## src/clt_pkg.sv

```systemverilog
package clt_pkg;

    typedef enum logic [2:0] {
        MODE_SKIP    = 3'd0,
        MODE_NORMAL  = 3'd1,
        MODE_ESCAPE  = 3'd2,
        MODE_CARET   = 3'd3,
        MODE_COMMENT = 3'd4
    } t_mode;

    typedef enum logic [1:0] {
        QUOTE_NONE   = 2'd0,
        QUOTE_SINGLE = 2'd1,
        QUOTE_DOUBLE = 2'd2
    } t_quote;

    typedef struct packed {
        t_mode       mode;
        t_quote      quote;
        logic        word_open;
        logic [15:0] bytes_emitted;
    } t_state;

    typedef struct packed {
        logic [7:0] data;
        logic       done;
        logic       eof;
        logic       last;
    } t_result;

    localparam int unsigned RES_MAX = 3;

    localparam logic [15:0] CAP_RESET = 16'd1024;

    localparam logic [7:0] CH_AT         = 8'h40;
    localparam logic [7:0] CH_UNDERSCORE = 8'h5F;
    localparam logic [7:0] CH_HASH       = 8'h23;
    localparam logic [7:0] CH_CARET      = 8'h5E;
    localparam logic [7:0] CH_BACKSLASH  = 8'h5C;
    localparam logic [7:0] CH_N          = 8'h6E;
    localparam logic [7:0] CH_T          = 8'h74;
    localparam logic [7:0] CH_R          = 8'h72;
    localparam logic [7:0] CH_LF         = 8'h0A;
    localparam logic [7:0] CH_TAB        = 8'h09;
    localparam logic [7:0] CH_CR         = 8'h0D;
    localparam logic [7:0] CH_SPACE      = 8'h20;
    localparam logic [7:0] CH_SQUOTE     = 8'h27;
    localparam logic [7:0] CH_DQUOTE     = 8'h22;

endpackage

```

## src/clt_step.sv

```systemverilog
module clt_step import clt_pkg::*; (
    input  t_state                 i_state,
    input  logic [15:0]            i_cap,
    input  logic [7:0]             i_byte,
    input  logic                   i_eof,
    output t_state                 o_state,
    output t_result [RES_MAX-1:0]  o_res,
    output logic [1:0]             o_cnt
);

    t_state                st;
    t_result [RES_MAX-1:0] res;
    logic [1:0]            cnt;
    logic                  ord_a;
    logic [7:0]            byte_a;
    logic                  ord_b;
    logic                  handle;
    logic                  endl;
    logic                  endeof;
    logic                  blank;
    logic                  nl;
    t_quote                q;

    always_comb begin
        st     = i_state;
        res    = '0;
        cnt    = 2'd0;
        ord_a  = 1'b0;
        byte_a = CH_CARET;
        ord_b  = 1'b0;
        handle = 1'b0;
        endl   = 1'b0;
        endeof = 1'b0;
        blank  = (i_byte == CH_SPACE) || (i_byte == CH_TAB);
        nl     = (i_byte == CH_LF);
        q      = (i_byte == CH_SQUOTE) ? QUOTE_SINGLE :
                 (i_byte == CH_DQUOTE) ? QUOTE_DOUBLE : QUOTE_NONE;

        if (i_eof) begin
            if (i_state.mode == MODE_CARET) begin
                ord_a = 1'b1;
            end
            endl   = 1'b1;
            endeof = 1'b1;
        end else begin
            case (i_state.mode)
                MODE_SKIP: begin
                    if (!blank) begin
                        st.mode = MODE_NORMAL;
                        handle  = 1'b1;
                    end
                end
                MODE_ESCAPE: begin
                    if (nl) begin
                        // line continuation
                        st.mode = MODE_NORMAL;
                    end else begin
                        ord_a = 1'b1;
                        if (i_byte == CH_N) begin
                            byte_a = CH_LF;
                        end else if (i_byte == CH_T) begin
                            byte_a = CH_TAB;
                        end else if (i_byte == CH_R) begin
                            byte_a = CH_CR;
                        end else begin
                            byte_a = i_byte;
                        end
                    end
                end
                MODE_CARET: begin
                    ord_a = 1'b1;
                    if (i_byte >= CH_AT && i_byte <= CH_UNDERSCORE) begin
                        byte_a = i_byte - CH_AT;
                    end else begin
                        // literal caret, then treat the follower as a fresh byte
                        handle = 1'b1;
                    end
                end
                MODE_COMMENT: begin
                    endl = nl;
                end
                default: begin
                    handle = 1'b1;
                end
            endcase
        end

        if (ord_a) begin
            if (({1'b0, st.bytes_emitted} + 17'd2) < {1'b0, i_cap}) begin
                if (cnt != 2'd3) begin
                    res[cnt] = '{data: byte_a, done: 1'b0, eof: 1'b0, last: 1'b0};
                end
                cnt = cnt + 2'd1;
                if (st.bytes_emitted != 16'hFFFF) begin
                    st.bytes_emitted = st.bytes_emitted + 16'd1;
                end
                st.word_open = 1'b1;
            end
            st.mode = MODE_NORMAL;
        end

        if (handle) begin
            if (nl) begin
                endl = 1'b1;
            end else if (i_byte == CH_BACKSLASH) begin
                st.mode = MODE_ESCAPE;
            end else if (i_byte == CH_CARET) begin
                st.mode = MODE_CARET;
            end else if (st.quote != QUOTE_NONE) begin
                if (q == st.quote) begin
                    st.quote = QUOTE_NONE;
                    st.mode  = MODE_NORMAL;
                end else begin
                    ord_b = 1'b1;
                end
            end else if (q != QUOTE_NONE) begin
                st.quote = q;
                st.mode  = MODE_NORMAL;
            end else if (i_byte == CH_HASH || blank) begin
                // separator is sent even on a full line
                if (cnt != 2'd3) begin
                    res[cnt] = '{data: 8'h00, done: 1'b0, eof: 1'b0, last: 1'b0};
                end
                cnt = cnt + 2'd1;
                if (st.bytes_emitted != 16'hFFFF) begin
                    st.bytes_emitted = st.bytes_emitted + 16'd1;
                end
                st.word_open = 1'b0;
                st.mode      = blank ? MODE_SKIP : MODE_COMMENT;
            end else begin
                ord_b = 1'b1;
            end
        end

        if (ord_b) begin
            if (({1'b0, st.bytes_emitted} + 17'd2) < {1'b0, i_cap}) begin
                if (cnt != 2'd3) begin
                    res[cnt] = '{data: i_byte, done: 1'b0, eof: 1'b0, last: 1'b0};
                end
                cnt = cnt + 2'd1;
                if (st.bytes_emitted != 16'hFFFF) begin
                    st.bytes_emitted = st.bytes_emitted + 16'd1;
                end
                st.word_open = 1'b1;
            end
            st.mode = MODE_NORMAL;
        end

        if (endl) begin
            if (st.word_open) begin
                if (cnt != 2'd3) begin
                    res[cnt] = '{data: 8'h00, done: 1'b0, eof: 1'b0, last: 1'b0};
                end
                cnt = cnt + 2'd1;
            end
            if (cnt != 2'd3) begin
                res[cnt] = '{data: 8'h00, done: 1'b1, eof: endeof, last: 1'b0};
            end
            cnt              = cnt + 2'd1;
            st.mode          = MODE_SKIP;
            st.quote         = QUOTE_NONE;
            st.word_open     = 1'b0;
            st.bytes_emitted = 16'd0;
        end

        if (cnt != 2'd0) begin
            res[cnt - 2'd1].last = 1'b1;
        end
    end

    assign o_state = st;
    assign o_res   = res;
    assign o_cnt   = cnt;

endmodule

```

## src/config_line_tokenizer.sv

```systemverilog
// Latency: the first result of an item is presented the cycle after its input transfer.
// Throughput: one item per cycle while each item gives at most one result and the output
// is not stalled; an item with k results (k up to 3) holds the input until its last result
// leaves, as the output register bank drains one result per cycle while not stalled.
// Reset: synchronous, active low; clears scan state, empties the result bank and
// sets the line capacity (r_cap) to 1024.
module config_line_tokenizer import clt_pkg::*; (
    input  logic        i_clk,
    input  logic        i_rst_n,
    input  logic        i_cfg_wr_en,
    input  logic [15:0] i_cfg_wr_data,
    input  logic        i_in_valid,
    output logic        o_in_stall,
    input  logic [7:0]  i_in_byte,
    input  logic        i_end_of_file,
    output logic        o_out_valid,
    input  logic        i_out_stall,
    output logic [7:0]  o_out_byte,
    output logic        o_line_done,
    output logic        o_ended_by_eof,
    output logic        o_last
);

    t_state                r_state;
    t_state                n_state;
    logic [15:0]           r_cap;
    t_result [RES_MAX-1:0] r_buf;
    logic [1:0]            r_cnt;
    t_result [RES_MAX-1:0] step_res;
    logic [1:0]            step_cnt;
    logic                  in_xfer;
    logic                  out_xfer;
    logic                  ready;

    clt_step u_step (
        .i_state (r_state),
        .i_cap   (r_cap),
        .i_byte  (i_in_byte),
        .i_eof   (i_end_of_file),
        .o_state (n_state),
        .o_res   (step_res),
        .o_cnt   (step_cnt)
    );

    // take a new item once the bank is empty or its last entry leaves this cycle
    assign ready    = (r_cnt == 2'd0) || ((r_cnt == 2'd1) && !i_out_stall);
    assign in_xfer  = i_in_valid && ready;
    assign out_xfer = o_out_valid && !i_out_stall;

    always_ff @(posedge i_clk) begin
        if (!i_rst_n) begin
            r_state <= '{mode: MODE_SKIP, quote: QUOTE_NONE, word_open: 1'b0,
                         bytes_emitted: 16'd0};
            r_cap   <= CAP_RESET;
            r_cnt   <= 2'd0;
        end else begin
            if (i_cfg_wr_en) begin
                r_cap <= i_cfg_wr_data;
            end
            if (in_xfer) begin
                r_state <= n_state;
                r_cnt   <= step_cnt;
            end else if (out_xfer) begin
                r_cnt <= r_cnt - 2'd1;
            end
        end
    end

    always_ff @(posedge i_clk) begin
        if (in_xfer) begin
            r_buf <= step_res;
        end else if (out_xfer) begin
            r_buf[0] <= r_buf[1];
            r_buf[1] <= r_buf[2];
        end
    end

    always_comb begin
        o_in_stall     = !ready;
        o_out_valid    = (r_cnt != 2'd0);
        o_out_byte     = r_buf[0].data;
        o_line_done    = r_buf[0].done;
        o_ended_by_eof = r_buf[0].eof;
        o_last         = r_buf[0].last;
    end

    a_bank_full_holds_input: assert property (@(posedge i_clk) disable iff (!i_rst_n)
        (r_cnt > 2'd1) |-> o_in_stall)
        else $error("input taken while results of the previous item remain");

    a_eof_resets_line: assert property (@(posedge i_clk) disable iff (!i_rst_n)
        (in_xfer && i_end_of_file) |=>
            (r_state.bytes_emitted == 16'd0 && r_state.mode == MODE_SKIP &&
             r_state.quote == QUOTE_NONE && !r_state.word_open))
        else $error("line state not cleared after end of file");

    a_bank_tail_last: assert property (@(posedge i_clk) disable iff (!i_rst_n)
        (r_cnt != 2'd0) |-> r_buf[r_cnt - 2'd1].last)
        else $error("final buffered result lacks its last flag");

    a_line_done_form: assert property (@(posedge i_clk) disable iff (!i_rst_n)
        (o_out_valid && o_line_done) |-> (o_out_byte == 8'h00 && o_last))
        else $error("line end result is not a final zero");

    a_eof_flag_on_done: assert property (@(posedge i_clk) disable iff (!i_rst_n)
        (o_out_valid && o_ended_by_eof) |-> o_line_done)
        else $error("end of file flag outside a line end");

endmodule
```

## config.mk

```make
export PLATFORM = sky130hd
export DESIGN_NAME = config_line_tokenizer
export DESIGN_NICKNAME = d
export VERILOG_FILES = /design/src/clt_pkg.sv /design/src/clt_step.sv /design/src/config_line_tokenizer.sv
export SDC_FILE = /design/constraint.sdc
export NUM_CORES = 1
export LEC_CHECK = 0
export ABC_AREA = 1
export BUFFER_PORTS_ARGS = -buffer_cell sky130_fd_sc_hd__buf_2
export CAP_MARGIN = 20
export CORE_AREA = 5 5 122 124
export CTS_CLUSTER_DIAMETER = 120
export DETAILED_ROUTE_END_ITERATION = 10
export DIE_AREA = 0 0 127 129
export GPL_TIMING_DRIVEN = 0
export PLACE_DENSITY = 0.88
export SETUP_SLACK_MARGIN = 0.2
export SYNTH_ARGS = -nofsm -noshare
export SYNTH_HDL_FRONTEND = slang
export SYNTH_HIERARCHICAL = 1
export SYNTH_SLANG_ARGS = --single-unit
```

## constraint.sdc

```tcl
create_clock -name i_clk -period 7.7 [get_ports i_clk]
set_input_delay 1.54 -clock i_clk [delete_from_list [all_inputs] [get_ports i_clk]]
set_output_delay 1.54 -clock i_clk [all_outputs]
set_load 0.005 [all_outputs]
```

==> impl_metrics.py, run 1 <==
metrics = {
    "yosys": {
        "yosys-top-cells-area": "nand2_1 15%, edfxtp_1 13%, dfxtp_1 11%, nor2_1 10%, ha_1 9.0%",
        "yosysUniqueCellTypes": 51,
        "synth_area_sq_um": 7540,
        "async_reset_ff_frac": 0,
        "synth_commonest_cells": "306 x nand2_1, 203 x nor2_1, 154 x inv_1",
        "synth.largest_area_cell": "nand2_1",
        "synth_nets": 1289,
        "yosysMostFrequentCell": "nand2_1",
        "synth_area_per_cell_sq_um": 6.26,
        "ys_warn_count": 6,
        "synth_ff_type": "dfxtp_1",
        "syn_inst": 1205,
        "synth_top_cell_area_share": 0.152,
        "ys_ff_latch": 73,
        "ys_seq_area_frac": 0.238,
        "synth-edff-count": 33,
    },
    "setup_path": {
        "critPathLaunchType": "primary input",
        "cp-end-kind": "register",
        "cp.arrival_ns": 7.74,
        "cp_max_fo": 8,
        "crit_top_cell": "nand2_2",
        "ff2ff_path_depth": 50,
        "crit_required_ns": 7.92,
        "critPathSlowestCell": "ha_1",
        "critPathKind": "in -> reg",
        "max_stage_delay_ns": 0.30,
        "regToRegStartpoint": "r_state[1]$_SDFFE_PN0P_",
        "r2r_slack_ns": 0.18,
        "r2r_end": "r_buf[20]$_DFFE_PP_",
    },
    "detailed_routing": {
        "wl_per_cell_um": 17.0,
        "drtIter0Drc": 1255,
        "drc_errors": 0,
        "viasPerCell": 5.87,
        "ant_nets": 0,
        "firstDrtPassIters": 8,
        "num_vias": 8844,
        "totalWireLength_um": 25600,
    },
    "placed_design": {
        "place_congestion": 0.976,
        "place_area_sq_um": 7990,
        "dpl.hpwl_um": 16700,
        "port_buffers": 41,
    },
    "flow_run": {
        "maxCapViolCount": 0,
    },
    "timing": {
        "slew-limit-headroom": 0.395,
        "fin_setup_tns_ns": 0,
        "slew_viol_final": 0,
        "fin_crit_ns": 7.52,
        "clock_skew_ns": 0.0109,
        "tightest_slew_ns": 0.898,
        "finalCritPeriodShare": 0.976,
        "max_freq_ghz": 0.133,
        "hold_viol": 0,
        "setup_viol": 0,
    },
    "pwr": {
        "clock_power_share": 0.126,
        "intPower_w": 0.00166,
        "p_leak_nw": 4.47,
        "power_frac_comb": 0.672,
        "sw_frac_of_total": 0.508,
        "seq_power_share": 0.202,
        "ir_drop_uv": 280,
        "powerDensity_nw_per_um2": 357,
        "switching_power_w": 0.00172,
    },
    "cells_and_area": {
        "syn2layout_area_growth_pct": 25.2,
        "finalNetCount": 1406,
        "antenna_cells": 0,
        "fillers": 1040,
        "drive_gt1_frac": 0.252,
        "stdcell_area_sq_um": 9450,
        "fin_util": 0.691,
    },
    "die": {
        "fp.dieArea_sq_um": 16400,
        "die_w_um": 127,
        "start_util": 0.552,
        "die_y_um": 129,
        "core_sq_um": 13700,
        "io_pins": 43,
        "rows": 43,
    },
    "grt": {
        "antenna_found_initial": 0,
        "grt_pass1_vias": 7345,
        "grtUsageTotal": 0.272,
        "grt_max_degree": 21,
        "overflow": 0,
        "grt_pass1_wl_um": 35800,
    },
    "cts": {
        "root_buffer": "clkbuf_16",
        "h-tree-depth": 3,
        "cts_buffers": 9,
        "cts_sinks": 73,
        "cts_tree": "done",
        "clk_latency_ns": 0.35,
        "ctsHoldBuffers": 0,
        "clkSlewWorstSetupHoldPaths_ns": 0.06,
        "clk_path_buf_depth": 2,
    },
    "min_path": {
        "hold_start": "r_cap[2]$_SDFFE_PN0P_",
        "min_to": "r_cap[2]$_SDFFE_PN0P_",
        "whs_path_depth": 2,
        "hold_class": "reg -> reg",
    },
    "outcome": {
        "status": "completed",
    },
}
## repair_timing
action / CTS / global route
buffers inserted: 15 / 48
gates resized for setup: 55 / 119
pin swaps: 17 / 71
endpoints found under the setup margin: 31 / 30
gates cloned: 1 / 0
## worst max-delay path: cells and delay by family
kind,cells,cell delay [ns]
xor gates and xnor gates,2,0.49
and+or+nand+nor,24,2.60
AOI/OAI and AO/OA,4,0.71
buffers and inverters,13,1.27
adders and majority gates,5,1.08
## power groups by stage
stage	combinational (W)	sequential (W)	clock (W)
after floorplan	0.00130	0.000639	0
after global placement	0.00166	0.000666	0
after detailed placement	0.00171	0.000671	0
after CTS	0.00185	0.000666	0.000422
after global routing	0.00244	0.000693	0.000441
final	0.00227	0.000683	0.000424
## routing by layer
layer | track usage | wire length (um) | up-vias
met5 | 0 | 0 | -
met4 | 0.103 | 1370 | 0
met3 | 0.0399 | 3170 | 162
met2 | 0.442 | 11500 | 653
met1 | 0.366 | 9650 | 3936
li1 | - | - | 4093
## metrics by stage
step / instances / total power, W / worst slack, ns / hold slack (ns)
finish: 1507 / 0.00338 / 0.182 / 0.493
global route: 1507 / 0.00358 / -0.0897 / 0.511
CTS: 1459 / 0.00294 / 0.222 / 0.485
detailed placement: 1427 / 0.00238 / -1.18 / 0.473
global placement: 1426 / 0.00233 / -1.03 / 0.439
floorplan: 1205 / 0.00194 / 0.265 / 0.429
## worst max-delay path by stage
stage | start | end | slack [ns]
3_5_place_dp | i_in_byte[7] | r_buf[18]$_DFFE_PP_ | -1.18
3_3_place_gp | i_in_byte[7] | r_buf[19]$_DFFE_PP_ | -1.03
5_1_grt | r_state[8]$_SDFFE_PN0P_ | r_buf[26]$_DFFE_PP_ | -0.09
2_1_floorplan | i_in_byte[7] | r_buf[14]$_DFFE_PP_ | 0.26
4_1_cts | i_in_byte[6] | r_buf[21]$_DFFE_PP_ | 0.22
6_report | i_in_byte[6] | r_buf[20]$_DFFE_PP_ | 0.18
## sequential cells by signal, indices dropped and copies added, names as in the netlist
signal,count
r_cnt,2
o_line_done,1
r_buf,22
r_cap,16
r_state,22
o_ended_by_eof,1
o_out_byte,8
o_last,1
## layout make-up
class / instances / area [sq um] / area share
Multi-Input combinational cell: 928 / 5440 / 0.576
Sequential cell: 73 / 1810 / 0.192
Timing Repair Buffer: 105 / 699 / 0.0740
Inverter: 168 / 653 / 0.0691
Buffer: 37 / 322 / 0.0340
Clock buffer: 10 / 229 / 0.0242
Tap cell: 180 / 225 / 0.0238
Clock inverter: 6 / 66.3 / 0.00702
## layout by cell type (no fill, tap or decap), types with 7 or more instances in the layout
cell | synthesis | final
o21ai_0 | 65 | 64
edfxtp_1 | 33 | 33
nor2_4 | 6 | 14
nor2_2 | 16 | 17
clkbuf_16 | 0 | 9
ha_4 | 0 | 7
dfxtp_1 | 40 | 30
a21oi_1 | 47 | 41
ha_1 | 54 | 45
inv_1 | 154 | 141
nand3_1 | 65 | 60
clkbuf_1 | 6 | 7
xor2_1 | 27 | 21
nand2_1 | 306 | 278
inv_2 | 12 | 19
nand2_4 | 3 | 16
nor3_2 | 3 | 12
buf_4 | 10 | 72
buf_6 | 12 | 14
nor2_1 | 203 | 194
buf_2 | 6 | 44
nand4_1 | 30 | 30
nand2_2 | 21 | 36
nor3_1 | 30 | 17
## logic make-up after synthesis
logic type,Yosys count,synth area share
AND/OR/NAND/NOR,706,0.416
adder cells (fa/ha/maj),54,0.0896
AO/OA/AOI/OAI,140,0.101
XOR/XNOR,27,0.0314
buffers and inverters,205,0.124
flip-flops,73,0.238
(Power assumes the default switching activity.)
==> inputs of run 2 (changes only) <==
--- a/config.mk
+++ b/config.mk
@@ -8,12 +8,12 @@
 export ABC_AREA = 1
 export BUFFER_PORTS_ARGS = -buffer_cell sky130_fd_sc_hd__buf_2
 export CAP_MARGIN = 20
-export CORE_AREA = 5 5 122 124
+export CORE_AREA = 5 5 136 138
 export CTS_CLUSTER_DIAMETER = 120
 export DETAILED_ROUTE_END_ITERATION = 10
-export DIE_AREA = 0 0 127 129
+export DIE_AREA = 0 0 141 143
 export GPL_TIMING_DRIVEN = 0
-export PLACE_DENSITY = 0.88
+export PLACE_DENSITY = 0.72
 export SETUP_SLACK_MARGIN = 0.2
 export SYNTH_ARGS = -nofsm -noshare
 export SYNTH_HDL_FRONTEND = slang
==> constraint.sdc (replaced) <==
create_clock -name i_clk -period 9.5 [get_ports i_clk]
set_input_delay 1.9 -clock i_clk [delete_from_list [all_inputs] [get_ports i_clk]]
set_output_delay 1.9 -clock i_clk [all_outputs]
set_load 0.005 [all_outputs]
==> impl_metrics.py, run 2 (same netlist as run 1, synthesis figures left out) <==
metrics = {
    "outcome": {
        "status": "completed",
    },
    "cells_and_area": {
        "antenna_cells": 0,
        "fillers": 1789,
        "final_common_cell": "nand2_1",
        "finalNetCount": 1344,
        "drive_gt1_frac": 0.138,
        "final_cell_mix": "306 x nand2_1, 202 x nor2_1, 153 x inv_1, 65 x o21ai_0, 64 x nand3_1",
        "largest_registers": "r_buf (22), r_state (22), r_cap (16)",
        "syn2layout_area_growth_pct": 11.3,
    },
    "setup_path": {
        "max_stage_delay_ns": 0.31,
        "cp_max_fo": 10,
        "path_buf_inv": 11,
        "path_depth": 50,
        "cp.arrival_ns": 8.93,
        "cp-end-kind": "register",
        "ff2ff_path_depth": 52,
        "critPathSlowestCell": "ha_1",
        "critPathLaunchType": "primary input",
        "critPathTopFamily": "simple AND/OR/NAND/NOR gates",
        "crit_top_cell": "nand2_1",
        "crit_required_ns": 9.70,
        "critPathKind": "in -> reg",
    },
    "min_path": {
        "whs_path_depth": 2,
        "hold_class": "reg -> reg",
    },
    "timing": {
        "slew_viol_final": 0,
        "hold_viol": 0,
        "fin_setup_tns_ns": 0,
        "slew-limit-headroom": 0.501,
        "clock_skew_ns": 0.0124,
        "rsz0062_at_grt": "false",
        "tightest_slew_ns": 0.748,
        "fin_crit_ns": 8.73,
        "setup_viol": 0,
        "max_freq_ghz": 0.115,
        "hold_ws_ns": 0.457,
        "finalCritPeriodShare": 0.919,
    },
    "grt": {
        "antenna_found_initial": 0,
        "grtUsageTotal": 0.224,
        "overflow": 0,
        "grt_max_degree": 21,
        "grt_pass1_wl_um": 36100,
        "grt_pass1_vias": 7170,
    },
    "detailed_routing": {
        "drtIter0Drc": 697,
        "totalWireLength_um": 22400,
        "num_vias": 7819,
        "wl_per_cell_um": 15.0,
        "viasPerCell": 5.25,
        "drc_errors": 0,
        "ant_nets": 0,
        "firstDrtPassIters": 5,
    },
    "placed_design": {
        "place_congestion": 0.978,
        "dpl.hpwl_um": 17600,
        "port_buffers": 41,
    },
    "die": {
        "rows": 48,
        "fp.dieArea_sq_um": 20200,
        "die_y_um": 143,
        "core_sq_um": 17100,
        "io_pins": 43,
        "die_w_um": 141,
        "start_util": 0.442,
    },
    "cts": {
        "h-tree-depth": 3,
        "cts_tree": "done",
        "cts_sinks": 73,
        "cts_buffers": 9,
        "clkSlewWorstSetupHoldPaths_ns": 0.06,
        "clk_latency_ns": 0.35,
        "root_buffer": "clkbuf_16",
        "clk_path_buf_depth": 2,
        "ctsHoldBuffers": 0,
    },
    "flow_run": {
        "maxCapViolCount": 0,
    },
    "pwr": {
        "p_leak_nw": 4.02,
        "powerDensity_nw_per_um2": 276,
        "ir_drop_uv": 187,
    },
}
run 2: changes by cell type in the layout (fill, tap and decap cells not counted), sizes merged:
cell and change:
buf -61, clkbuf -1, inv +2, bufinv -1, nand2 -1
run 2: timing repair:
| item | in CTS | in global routing |
|---|---|---|
| gates resized for setup | 0 | 11 |
| setup endpoints to repair | 0 | 23 |
| setup buffers | 0 | 2 |
run 2: final cells by class:
type | count | area, sq um | share of cell area
well taps | 225 | 282 | 0.0335
clock buffers | 9 | 225 | 0.0268
multi-input cells | 927 | 4860 | 0.579
inverters | 168 | 638 | 0.0760
clock inverters | 7 | 61.3 | 0.00730
repair buffers | 44 | 235 | 0.0280
plain buffers | 37 | 298 | 0.0355
flip-flops and latches | 73 | 1790 | 0.213
run 2: metrics by stage:
stage                     worst slack (ns)  instances  instance area (sq um)  power, W   util
after floorplan                       1.64       1205                   7540   0.00157      -
after global placement               0.144       1471                   8030   0.00192  0.471
final                                0.771       1490                   8400   0.00232  0.492
after CTS                            0.418       1488                   8330   0.00230  0.488
after detailed placement             0.113       1472                   8040   0.00195  0.472
after global routing                 0.230       1490                   8400   0.00254  0.492
run 2: path summary, 6_finish.rpt:
path                           startpoint                      to  slack [ns]
hold reg to reg    r_cap[10]$_SDFFE_PN1P_  r_cap[10]$_SDFFE_PN1P_        0.46
hold / removal     r_cap[10]$_SDFFE_PN1P_  r_cap[10]$_SDFFE_PN1P_        0.46
setup / recovery             i_in_byte[6]     r_buf[21]$_DFFE_PP_        0.77
setup reg to reg  r_state[2]$_SDFFE_PN0P_     r_buf[21]$_DFFE_PP_        0.88
run 2: layer usage:
layer,vias to the layer above,global-route usage,share of wire
met5,-,0,0
met4,0,0.0826,0.033
met3,43,0.0372,0.069
met2,279,0.352,0.44
met1,3532,0.312,0.46
li1,3965,-,-
run 2: power breakdown:
part           internal (W)  switching [W]
Combinational      0.000497       0.000947
Clock              0.000182       0.000156
Sequential         0.000464      0.0000751
run 2: worst reg2reg max path: cells and delay by family (launching register included):
| kind | cells | cell delay (ns) |
|---|---|---|
| simple gates | 30 | 4.00 |
| fa+ha+maj | 6 | 1.49 |
| buf+inv | 8 | 0.96 |
| compound gates | 5 | 0.85 |
| xor+xnor | 3 | 0.64 |
| flops | 1 | 0.51 |
